--- config.mk ---
export PLATFORM = sky130hd
export DESIGN_NAME = baud_divisor_calculator_flat
export DESIGN_NICKNAME = d
export VERILOG_FILES = /design/src/design/bdc_pkg.sv /design/src/design/bdc_if.sv /design/src/design/bdc_divider.sv /design/src/design/bdc_split.sv /design/src/design/baud_divisor_calculator.sv /design/src/flat_wrapper.sv
export SDC_FILE = /design/constraint.sdc
export NUM_CORES = 2
export LEC_CHECK = 0
export ABC_AREA = 1
export BUFFER_PORTS_ARGS = -buffer_cell sky130_fd_sc_hd__buf_2
export CORE_MARGIN = 2
export CORE_UTILIZATION = 50
export DETAILED_ROUTE_END_ITERATION = 12
export PLACE_DENSITY = 0.74
export RECOVER_POWER = 50
export SKIP_CTS_REPAIR_TIMING = 1
export SLEW_MARGIN = 20
export SYNTH_ARGS = -nofsm -noshare
export SYNTH_HDL_FRONTEND = slang
export SYNTH_HIERARCHICAL = 1
export SYNTH_SLANG_ARGS = --single-unit
--- constraint.sdc ---
create_clock -name clk -period 56.1 [get_ports clk]
set_input_delay 5.61 -clock clk [delete_from_list [all_inputs] [get_ports clk]]
set_output_delay 5.61 -clock clk [all_outputs]
set_load 0.02 [all_outputs]
--- src/design/bdc_pkg.sv ---
// Shared types and constants for the baud divisor calculator.
package bdc_pkg;

    localparam int BAUD_W    = 16;
    localparam int CLOCK_W   = 27;
    localparam int WORD_W    = 16;
    localparam int SCALED_W  = 32;
    localparam int QUOT_W    = 30;
    localparam int WHOLE_W   = 23;
    localparam int MANT_W    = 12;
    localparam int FRAC_W    = 4;
    localparam int REM_W     = 7;
    localparam int PROD_W    = 62;
    localparam int FPROD_W   = 22;
    localparam int FSCALE_W  = 11;

    localparam logic [CLOCK_W-1:0] CLOCK_RESET = 27'd72000000;
    localparam logic [4:0]         CLOCK_SCALE = 5'd25;

    localparam logic [31:0]        RECIP_100   = 32'h51EB851F;
    localparam int                 RECIP_SHIFT = 37;
    localparam logic [6:0]         HUNDRED     = 7'd100;

    localparam logic [FSCALE_W-1:0] FRAC_ROUND  = 11'd50;
    localparam logic [FSCALE_W-1:0] FRAC_RECIP  = 11'd1311;
    localparam int                  FRAC_SHIFT  = 17;

    typedef struct packed {
        logic valid;
        logic zero;
    } bdc_tag_t;

    // Rounded four-bit fraction of a remainder below one hundred; the carry is dropped.
    function automatic logic [FRAC_W-1:0] round_fraction(input logic [REM_W-1:0] rem);
        logic [FSCALE_W-1:0] scaled;
        logic [FPROD_W-1:0]  prod;
        scaled = {rem, {FRAC_W{1'b0}}} + FRAC_ROUND;
        prod   = FPROD_W'(scaled) * FPROD_W'(FRAC_RECIP);
        return prod[FRAC_SHIFT +: FRAC_W];
    endfunction

endpackage

--- src/design/bdc_if.sv ---
// Handshake interfaces for the request and result channels.
interface bdc_baud_if;
    import bdc_pkg::*;

    logic              valid;
    logic              ready;
    logic [BAUD_W-1:0] baud_rate;

    modport source (output valid, output baud_rate, input ready);
    modport sink   (input valid, input baud_rate, output ready);
endinterface

interface bdc_word_if;
    import bdc_pkg::*;

    logic              valid;
    logic              ready;
    logic [WORD_W-1:0] divisor_word;

    modport source (output valid, output divisor_word, input ready);
    modport sink   (input valid, input divisor_word, output ready);
endinterface

--- src/design/bdc_divider.sv ---
// Pipelined restoring divider, one quotient bit per stage.
module bdc_divider (
    input  logic                        clk,
    input  logic                        rst_n,
    input  logic                        advance,
    input  bdc_pkg::bdc_tag_t           in_tag,
    input  logic [bdc_pkg::QUOT_W-1:0]  dividend,
    input  logic [bdc_pkg::BAUD_W-1:0]  divisor,
    output bdc_pkg::bdc_tag_t           out_tag,
    output logic [bdc_pkg::QUOT_W-1:0]  quotient
);
    import bdc_pkg::*;

    bdc_tag_t          tag_reg      [0:QUOT_W];
    bdc_tag_t          tag_next     [0:QUOT_W];
    logic [QUOT_W-1:0] work_reg     [0:QUOT_W];
    logic [QUOT_W-1:0] work_next    [0:QUOT_W];
    logic [BAUD_W-1:0] rem_reg      [0:QUOT_W];
    logic [BAUD_W-1:0] rem_next     [0:QUOT_W];
    logic [BAUD_W-1:0] divisor_reg  [0:QUOT_W];
    logic [BAUD_W-1:0] divisor_next [0:QUOT_W];

    always_comb
    begin
        logic [BAUD_W:0] trial;
        logic [BAUD_W:0] diff;
        logic            ge;
        tag_next[0]     = in_tag;
        work_next[0]    = dividend;
        rem_next[0]     = '0;
        divisor_next[0] = divisor;
        for (int k = 1; k <= QUOT_W; k++)
        begin
            trial = {rem_reg[k-1], work_reg[k-1][QUOT_W-1]};
            diff  = trial - {1'b0, divisor_reg[k-1]};
            ge    = (trial >= {1'b0, divisor_reg[k-1]});
            tag_next[k]     = tag_reg[k-1];
            divisor_next[k] = divisor_reg[k-1];
            rem_next[k]     = ge ? diff[BAUD_W-1:0] : trial[BAUD_W-1:0];
            work_next[k]    = {work_reg[k-1][QUOT_W-2:0], ge};
        end
    end

    always_ff @(posedge clk or negedge rst_n)
    begin
        if (!rst_n)
        begin
            for (int k = 0; k <= QUOT_W; k++)
            begin
                tag_reg[k] <= '0;
            end
        end
        else if (advance)
        begin
            for (int k = 0; k <= QUOT_W; k++)
            begin
                tag_reg[k] <= tag_next[k];
            end
        end
    end

    always_ff @(posedge clk)
    begin
        if (advance)
        begin
            for (int k = 0; k <= QUOT_W; k++)
            begin
                work_reg[k]    <= work_next[k];
                rem_reg[k]     <= rem_next[k];
                divisor_reg[k] <= divisor_next[k];
            end
        end
    end

    assign out_tag  = tag_reg[QUOT_W];
    assign quotient = work_reg[QUOT_W];

endmodule

--- src/design/bdc_split.sv ---
// Splits the scaled divider into mantissa and rounded fraction over three stages.
module bdc_split (
    input  logic                        clk,
    input  logic                        rst_n,
    input  logic                        advance,
    input  bdc_pkg::bdc_tag_t           in_tag,
    input  logic [bdc_pkg::QUOT_W-1:0]  quotient,
    output logic                        out_valid,
    output logic [bdc_pkg::WORD_W-1:0]  divisor_word
);
    import bdc_pkg::*;

    bdc_tag_t           tag_a_reg;
    bdc_tag_t           tag_b_reg;
    logic               valid_c_reg;
    logic [QUOT_W-1:0]  quot_a_reg;
    logic [WHOLE_W-1:0] whole_a_reg;
    logic [WHOLE_W-1:0] whole_a_next;
    logic [REM_W-1:0]   rem_b_reg;
    logic [REM_W-1:0]   rem_b_next;
    logic [MANT_W-1:0]  mant_b_reg;
    logic [WORD_W-1:0]  word_c_reg;
    logic [WORD_W-1:0]  word_c_next;
    logic [PROD_W-1:0]  recip_prod;
    logic [QUOT_W-1:0]  back_prod;
    logic [QUOT_W-1:0]  rem_full;

    assign recip_prod   = PROD_W'(quotient) * PROD_W'(RECIP_100);
    assign whole_a_next = recip_prod[RECIP_SHIFT +: WHOLE_W];

    assign back_prod  = QUOT_W'(whole_a_reg) * QUOT_W'(HUNDRED);
    assign rem_full   = quot_a_reg - back_prod;
    assign rem_b_next = rem_full[REM_W-1:0];

    assign word_c_next = tag_b_reg.zero ? '0 : {mant_b_reg, round_fraction(rem_b_reg)};

    always_ff @(posedge clk or negedge rst_n)
    begin
        if (!rst_n)
        begin
            tag_a_reg   <= '0;
            tag_b_reg   <= '0;
            valid_c_reg <= 1'b0;
        end
        else if (advance)
        begin
            tag_a_reg   <= in_tag;
            tag_b_reg   <= tag_a_reg;
            valid_c_reg <= tag_b_reg.valid;
        end
    end

    always_ff @(posedge clk)
    begin
        if (advance)
        begin
            quot_a_reg  <= quotient;
            whole_a_reg <= whole_a_next;
            rem_b_reg   <= rem_b_next;
            mant_b_reg  <= whole_a_reg[MANT_W-1:0];
            word_c_reg  <= word_c_next;
        end
    end

    assign out_valid    = valid_c_reg;
    assign divisor_word = word_c_reg;

endmodule

--- src/design/baud_divisor_calculator.sv ---
// Top level of the baud divisor calculator: config register, divider and word assembly.
//
//   channel   dir  payload                  handshake
//   requests  in   baud_rate[15:0]          valid/ready
//   results   out  divisor_word[15:0]       valid/ready
//   cfg       in   cfg_data[26:0] clock_hz  cfg_we, no wait
//
// One word enters per cycle while the output is not stalled and passes through one entry
// stage, thirty divider stages (one quotient bit each) and three stages that split off the
// mantissa and round the fraction. Reset clears every valid bit and sets the clock to
// 72 MHz. A stalled result word holds the whole pipeline, so ready falls only while
// the output register is full and not being taken.
module baud_divisor_calculator (
    input  logic                         clk,
    input  logic                         rst_n,
    input  logic                         cfg_we,
    input  logic [bdc_pkg::CLOCK_W-1:0]  cfg_data,
    bdc_baud_if.sink                     requests,
    bdc_word_if.source                   results
);
    import bdc_pkg::*;

    logic [CLOCK_W-1:0]  clock_hz_reg;
    logic [SCALED_W-1:0] scaled_clock;
    logic                advance;
    bdc_tag_t            entry_tag;
    bdc_tag_t            div_tag;
    logic [QUOT_W-1:0]   div_quotient;

    always_ff @(posedge clk or negedge rst_n)
    begin
        if (!rst_n)
        begin
            clock_hz_reg <= CLOCK_RESET;
        end
        else if (cfg_we)
        begin
            clock_hz_reg <= cfg_data;
        end
    end

    assign advance        = !results.valid || results.ready;
    assign requests.ready = advance;

    assign scaled_clock    = SCALED_W'(clock_hz_reg) * SCALED_W'(CLOCK_SCALE);
    assign entry_tag.valid = requests.valid;
    assign entry_tag.zero  = (requests.baud_rate == '0);

    bdc_divider u_divider (
        .clk      (clk),
        .rst_n    (rst_n),
        .advance  (advance),
        .in_tag   (entry_tag),
        .dividend (scaled_clock[SCALED_W-1:2]),
        .divisor  (requests.baud_rate),
        .out_tag  (div_tag),
        .quotient (div_quotient)
    );

    bdc_split u_split (
        .clk          (clk),
        .rst_n        (rst_n),
        .advance      (advance),
        .in_tag       (div_tag),
        .quotient     (div_quotient),
        .out_valid    (results.valid),
        .divisor_word (results.divisor_word)
    );

endmodule

--- src/flat_wrapper.sv ---
// flat-port wrapper written by rule: the top's interface ports become plain ports
module baud_divisor_calculator_flat import bdc_pkg::*;
  (clk, rst_n, cfg_we, cfg_data, requests_valid, requests_baud_rate, requests_ready, results_valid, results_divisor_word, results_ready);
  bdc_baud_if requests_i ();
  bdc_word_if results_i ();
  input  logic clk;
  input  logic rst_n;
  input  logic cfg_we;
  input  logic [bdc_pkg::CLOCK_W-1:0] cfg_data;
  input wire logic [$bits(requests_i.valid)-1:0] requests_valid;
  input wire logic [$bits(requests_i.baud_rate)-1:0] requests_baud_rate;
  output wire logic [$bits(requests_i.ready)-1:0] requests_ready;
  output wire logic [$bits(results_i.valid)-1:0] results_valid;
  output wire logic [$bits(results_i.divisor_word)-1:0] results_divisor_word;
  input wire logic [$bits(results_i.ready)-1:0] results_ready;
  assign requests_i.valid = requests_valid;
  assign requests_i.baud_rate = requests_baud_rate;
  assign requests_ready = requests_i.ready;
  assign results_valid = results_i.valid;
  assign results_divisor_word = results_i.divisor_word;
  assign results_i.ready = results_ready;
  baud_divisor_calculator u_core (.clk(clk), .rst_n(rst_n), .cfg_we(cfg_we), .cfg_data(cfg_data), .requests(requests_i), .results(results_i));
endmodule
Word-level counts from Yosys, hierarchy flattened
Memories as Yosys holds them, arrays and structs flattened.
Index checks and enable logic that the tools add are counted.
{ "word_totals": {"reg_bits": 159, "ram_bits": 1922, "in_bits": 48, "out_inout_bits": 18, "memories": 3} }
{ "mem_list": {"columns": ["name", "depth", "width", "read_ports", "rd_ports_with_merged_regs", "write_ports", "line", "rtl"], "rows": [
  ["u_core.u_divider.work_reg", 31, 30, 31, 0, 31, "bdc_divider.sv:16", "logic [QUOT_W-1:0] work_reg [0:QUOT_W];"],
  ["u_core.u_divider.divisor_reg", 31, 16, 30, 0, 31, "bdc_divider.sv:20", "logic [BAUD_W-1:0] divisor_reg [0:QUOT_W];"],
  ["u_core.u_divider.rem_reg", 31, 16, 30, 0, 31, "bdc_divider.sv:18", "logic [BAUD_W-1:0] rem_reg [0:QUOT_W];"]
]} }
{ "op_classes": {"n_addsub": 32, "multipliers": 4, "order_cmp": 30, "mux": 32, "reduce_logical": 3} }
{ "op_table": {"columns": ["operator", "n"], "rows": [
  ["17-bit by 16-bit greater-or-equal comparator with 1-bit output", 30],
  ["16-bit two-way mux", 30],
  ["16-bit subtractor", 30],
  ["30-bit by 31-bit multiplier with 60-bit output (second input constant)", 1],
  ["27-bit by 5-bit multiplier with 32-bit output (second input constant)", 1],
  ["23-bit by 5-bit multiplier with 5-bit output (second input constant)", 1],
  ["11-bit by 11-bit multiplier with 21-bit output (second input constant)", 1],
  ["16-bit logical NOT", 1],
  ["11-bit by 6-bit adder with 11-bit output (second input constant)", 1],
  ["7-bit subtractor", 1],
  ["1-bit two-way mux", 2],
  ["1-bit logical NOT", 1],
  ["1-bit logical OR", 1]
]} }

Depth between registers and ports, before layout
{ "depth": {"depth_word": 4, "ltp_mapped": 30, "mapped_depth_nobuf": 29} }

Hierarchy
Netlist, hierarchy kept.
{ "by_module_without_submodules": {"columns": ["module", "n_inst", "cells_each", "area_each_um2"], "rows": [
  ["bdc_divider", 1, 10102, 97574.8],
  ["bdc_split", 1, 2141, 18471.5],
  ["baud_divisor_calculator", 1, 653, 4505.6]
]} }

Worst setup path after synthesis
Ideal clock, no wire load.
{ "synth_path": {"path_kind": "input-to-output", "start": "in results_ready", "end": "out requests_ready", "t_arrival_ps": 46302, "required_time_ps": 50490, "slack_ps": 4188, "cell_stages": 2, "n_path_buf": 0, "path_cell_list": "inv_1 > nand2_1"} }
{ "synth_via": {"elab_chain_len": 1} }
{ "synth_lines": {"columns": ["element", "line", "rtl"], "rows": [
  ["start: declaration", "flat_wrapper.sv:15", "input wire logic [$bits(results_i.ready)-1:0] results_ready;"],
  ["1-bit logical OR", "baud_divisor_calculator.sv:42", "assign advance = !results.valid || results.ready;"],
  ["end: declaration", "flat_wrapper.sv:12", "output wire logic [$bits(requests_i.ready)-1:0] requests_ready;"]
]} }
Every way passes these cells.

Worst setup path in the final report
Ends and elaborated chain as after synthesis.

==> flow_summary.json <==
{
  "area_growth_pct": 8.37,
  "overflow": 0,
  "r2r-start": "u_core/u_divider/work_reg[1][435]",
  "crit_slowest_cell": "nand2_1",
  "critPathKind": "in2out",
  "design.die.area_um2": 245000,
  "max_freq_mhz": 76.3,
  "fin_skew_ns": 0.0652,
  "crit_path_start": "results_ready",
  "endpoint": "requests_ready",
  "netlist_top_cells_count": "4054 x nand2_1, 2761 x inv_1, 1928 x edfxtp_1",
  "synth_area_leaders": "edfxtp_1 48%, nand2_1 13%, ha_1 9.3%",
  "slew_headroom_pct": -109,
  "portBuffers": 65,
  "clkLatencyLatePin_ns": 0.86,
  "fp.dieW_um": 495,
  "grt_usage_pct": 20.8,
  "h-tree-depth": 4,
  "clock_path_buffers": 3,
  "fin_crit_sh_pct": 23.4,
  "stdcell_count": 16406,
  "dr_total_vias": 81598,
  "grt_max_degree": 177,
  "dr.pass1.iters": 6,
  "synth_top_area_cell": "edfxtp_1",
  "start_util_pct": 50.2,
  "fill_cells": 21265,
  "cts_tree": "done",
  "synthArstFlopShare_pct": 4.65,
  "crit_cells": 4,
  "slew_viol_final": 189,
  "cp-start-kind": "input port",
  "crit_top_cell": "buf_2",
  "fin_nets": 14373,
  "gp_congestion": 0.941,
  "core.rowCount": 180,
  "timing.reg2reg.setup_slack_ns": 49.30,
  "syn-cell-area_um2": 121000,
  "viasPerCell": 4.97,
  "crit_path_max_fanout": 47,
  "cts.sinks": 2022,
  "ant_nets": 0,
  "wl_per_cell_um": 15.6,
  "drive_gt1_share_pct": 4.27,
  "synth-edff-count": 1928,
  "worstPathCellList": "buf_2 > inv_1 > nand2_1 > buf_2",
  "hold_ws_ns": 0.369,
  "largest_reg_flops": 930,
  "place_inst": 16025,
  "arrival_ns": 7.49,
  "grt_pass1_vias": 78818,
  "antenna_found_initial": 2,
  "path_clk_slew_ns": 0.06,
  "num_io_pins": 66,
  "die_h_um": 495,
  "synth_top_area_share_pct": 48.0,
  "worstPathRequired_ns": 50.49,
  "status": "complete, but fails checks",
  "violations": "max-capacitance violations, max-slew violations",
  "grt_first_pass_wirelength_mm": 408,
  "r2r_end": "u_core/u_split/whole_a_reg[9]",
  "yosysUniqueCellTypes": 46,
  "postSynthAreaPerCell_um2": 9.35,
  "ys_seq_area_share_pct": 50.0,
  "fin_util_pct": 54.4,
  "drv_cap": 4,
  "synthesis.instances": 12896,
  "place_hpwl_mm": 197,
  "setup_violations": 0,
  "drt_iter0_markers": 6112,
  "ys_ff_latch": 2022,
  "synthFlopType": "edfxtp_1",
  "worst-path-buf-inv": 3,
  "worstHoldPathType": "reg2reg",
  "numCtsBuffers": 204,
  "root_buffer": "clkbuf_16",
  "min_period_ns": 13.10,
  "synthesis.nets": 14223,
  "crit_family": "simple AND/OR/NAND/NOR gates",
  "finalSetupTns_ns": 0,
  "yosysWarnings": 6,
  "crit_path_end_kind": "output port",
  "rsz0062_at_grt": "false",
  "synth_most_common_cell": "nand2_1",
  "routed_wl_mm": 256,
  "r2r.worst_path.cells": 24,
  "max_stage_delay_ns": 1.33,
  "hold_violations": 0,
  "max_slew.worst_pin.slew_ns": 3.14,
  "drc_errors": 0,
  "core_um2": 240000
}
worst min-delay path by stage:
| stage | to | cells past startpoint | startpoint | slack, ns |
|---|---|---|---|---|
| floorplan | u_core/u_divider/work_reg[0][100] | 0 | u_core/u_divider/work_reg[0][69] | 0.40 |
| global placement | u_core/u_divider/work_reg[1][449] | 0 | u_core/u_divider/work_reg[1][418] | 0.40 |
| detailed placement | u_core/u_divider/work_reg[0][106] | 0 | u_core/u_divider/work_reg[0][75] | 0.40 |
| CTS | u_core/u_split/mant_b_reg[8] | 0 | u_core/u_split/whole_a_reg[8] | 0.37 |
| global route | u_core/u_split/mant_b_reg[8] | 0 | u_core/u_split/whole_a_reg[8] | 0.39 |
| finish | u_core/u_split/mant_b_reg[8] | 0 | u_core/u_split/whole_a_reg[8] | 0.37 |
per-layer routing:
| layer | GRT usage [%] | wire (um) | vias up | part of all wire [%] |
|---|---|---|---|---|
| li1 | - | - | 41285 | - |
| met3 | 2.49 | 11900 | 505 | 4.7 |
| met1 | 26.4 | 108000 | 37915 | 42 |
| met4 | 7.48 | 9520 | 2 | 3.7 |
| met2 | 36.8 | 127000 | 1891 | 49 |
| met5 | 0 | 13 | - | 0.0051 |
area by class of cell:
| class | count | area, um2 | share of cell area [%] |
|---|---|---|---|
| clock inverter | 134 | 1700 | 1.30 |
| antenna | 1 | 2.50 | 0.00192 |
| timing repair buffer | 90 | 529 | 0.405 |
| multi-input combinational | 7949 | 48400 | 37.0 |
| tap | 3185 | 3990 | 3.05 |
| inverter | 2779 | 10400 | 7.98 |
| clock buffer | 246 | 5340 | 4.09 |
| sequential | 2022 | 60300 | 46.1 |
through the flow:
stage	instance area, um2	setup slack [ns]
global route	131000	42.77
global placement	124000	43.95
floorplan	121000	4.19
detailed placement	124000	43.95
finish	131000	43.00
CTS	131000	43.94
cell usage in the layout (no fill, tap or decap), types with 77 or more instances in the layout:
| cell | Yosys | layout |
|---|---|---|
| nand2_1 | 4054 | 4089 |
| inv_1 | 2761 | 2766 |
| edfxtp_1 | 1928 | 1928 |
| ha_1 | 895 | 895 |
| nand3_1 | 845 | 847 |
| nor2_1 | 470 | 503 |
| fa_1 | 384 | 384 |
| a21oi_1 | 382 | 382 |
| clkbuf_16 | 0 | 205 |
| xor2_1 | 161 | 161 |
| nand4_1 | 151 | 151 |
| dfrtp_1 | 87 | 87 |
| nand3b_1 | 77 | 79 |
| nor3_1 | 77 | 77 |
cell families after synthesis:
logic type | Yosys count | share of synthesized area (%)
AOI/OAI and AO/OA | 522 | 2.31
DFF | 2022 | 50.0
xor gates and xnor gates | 211 | 1.53
buffers and inverters | 2925 | 9.50
and+or+nand+nor | 5924 | 20.9
muxes | 13 | 0.121
adders and majority gates | 1279 | 15.7
Power is not shown: default switching activity piles up to over one toggle a cycle in this logic, so the estimate is an artifact.
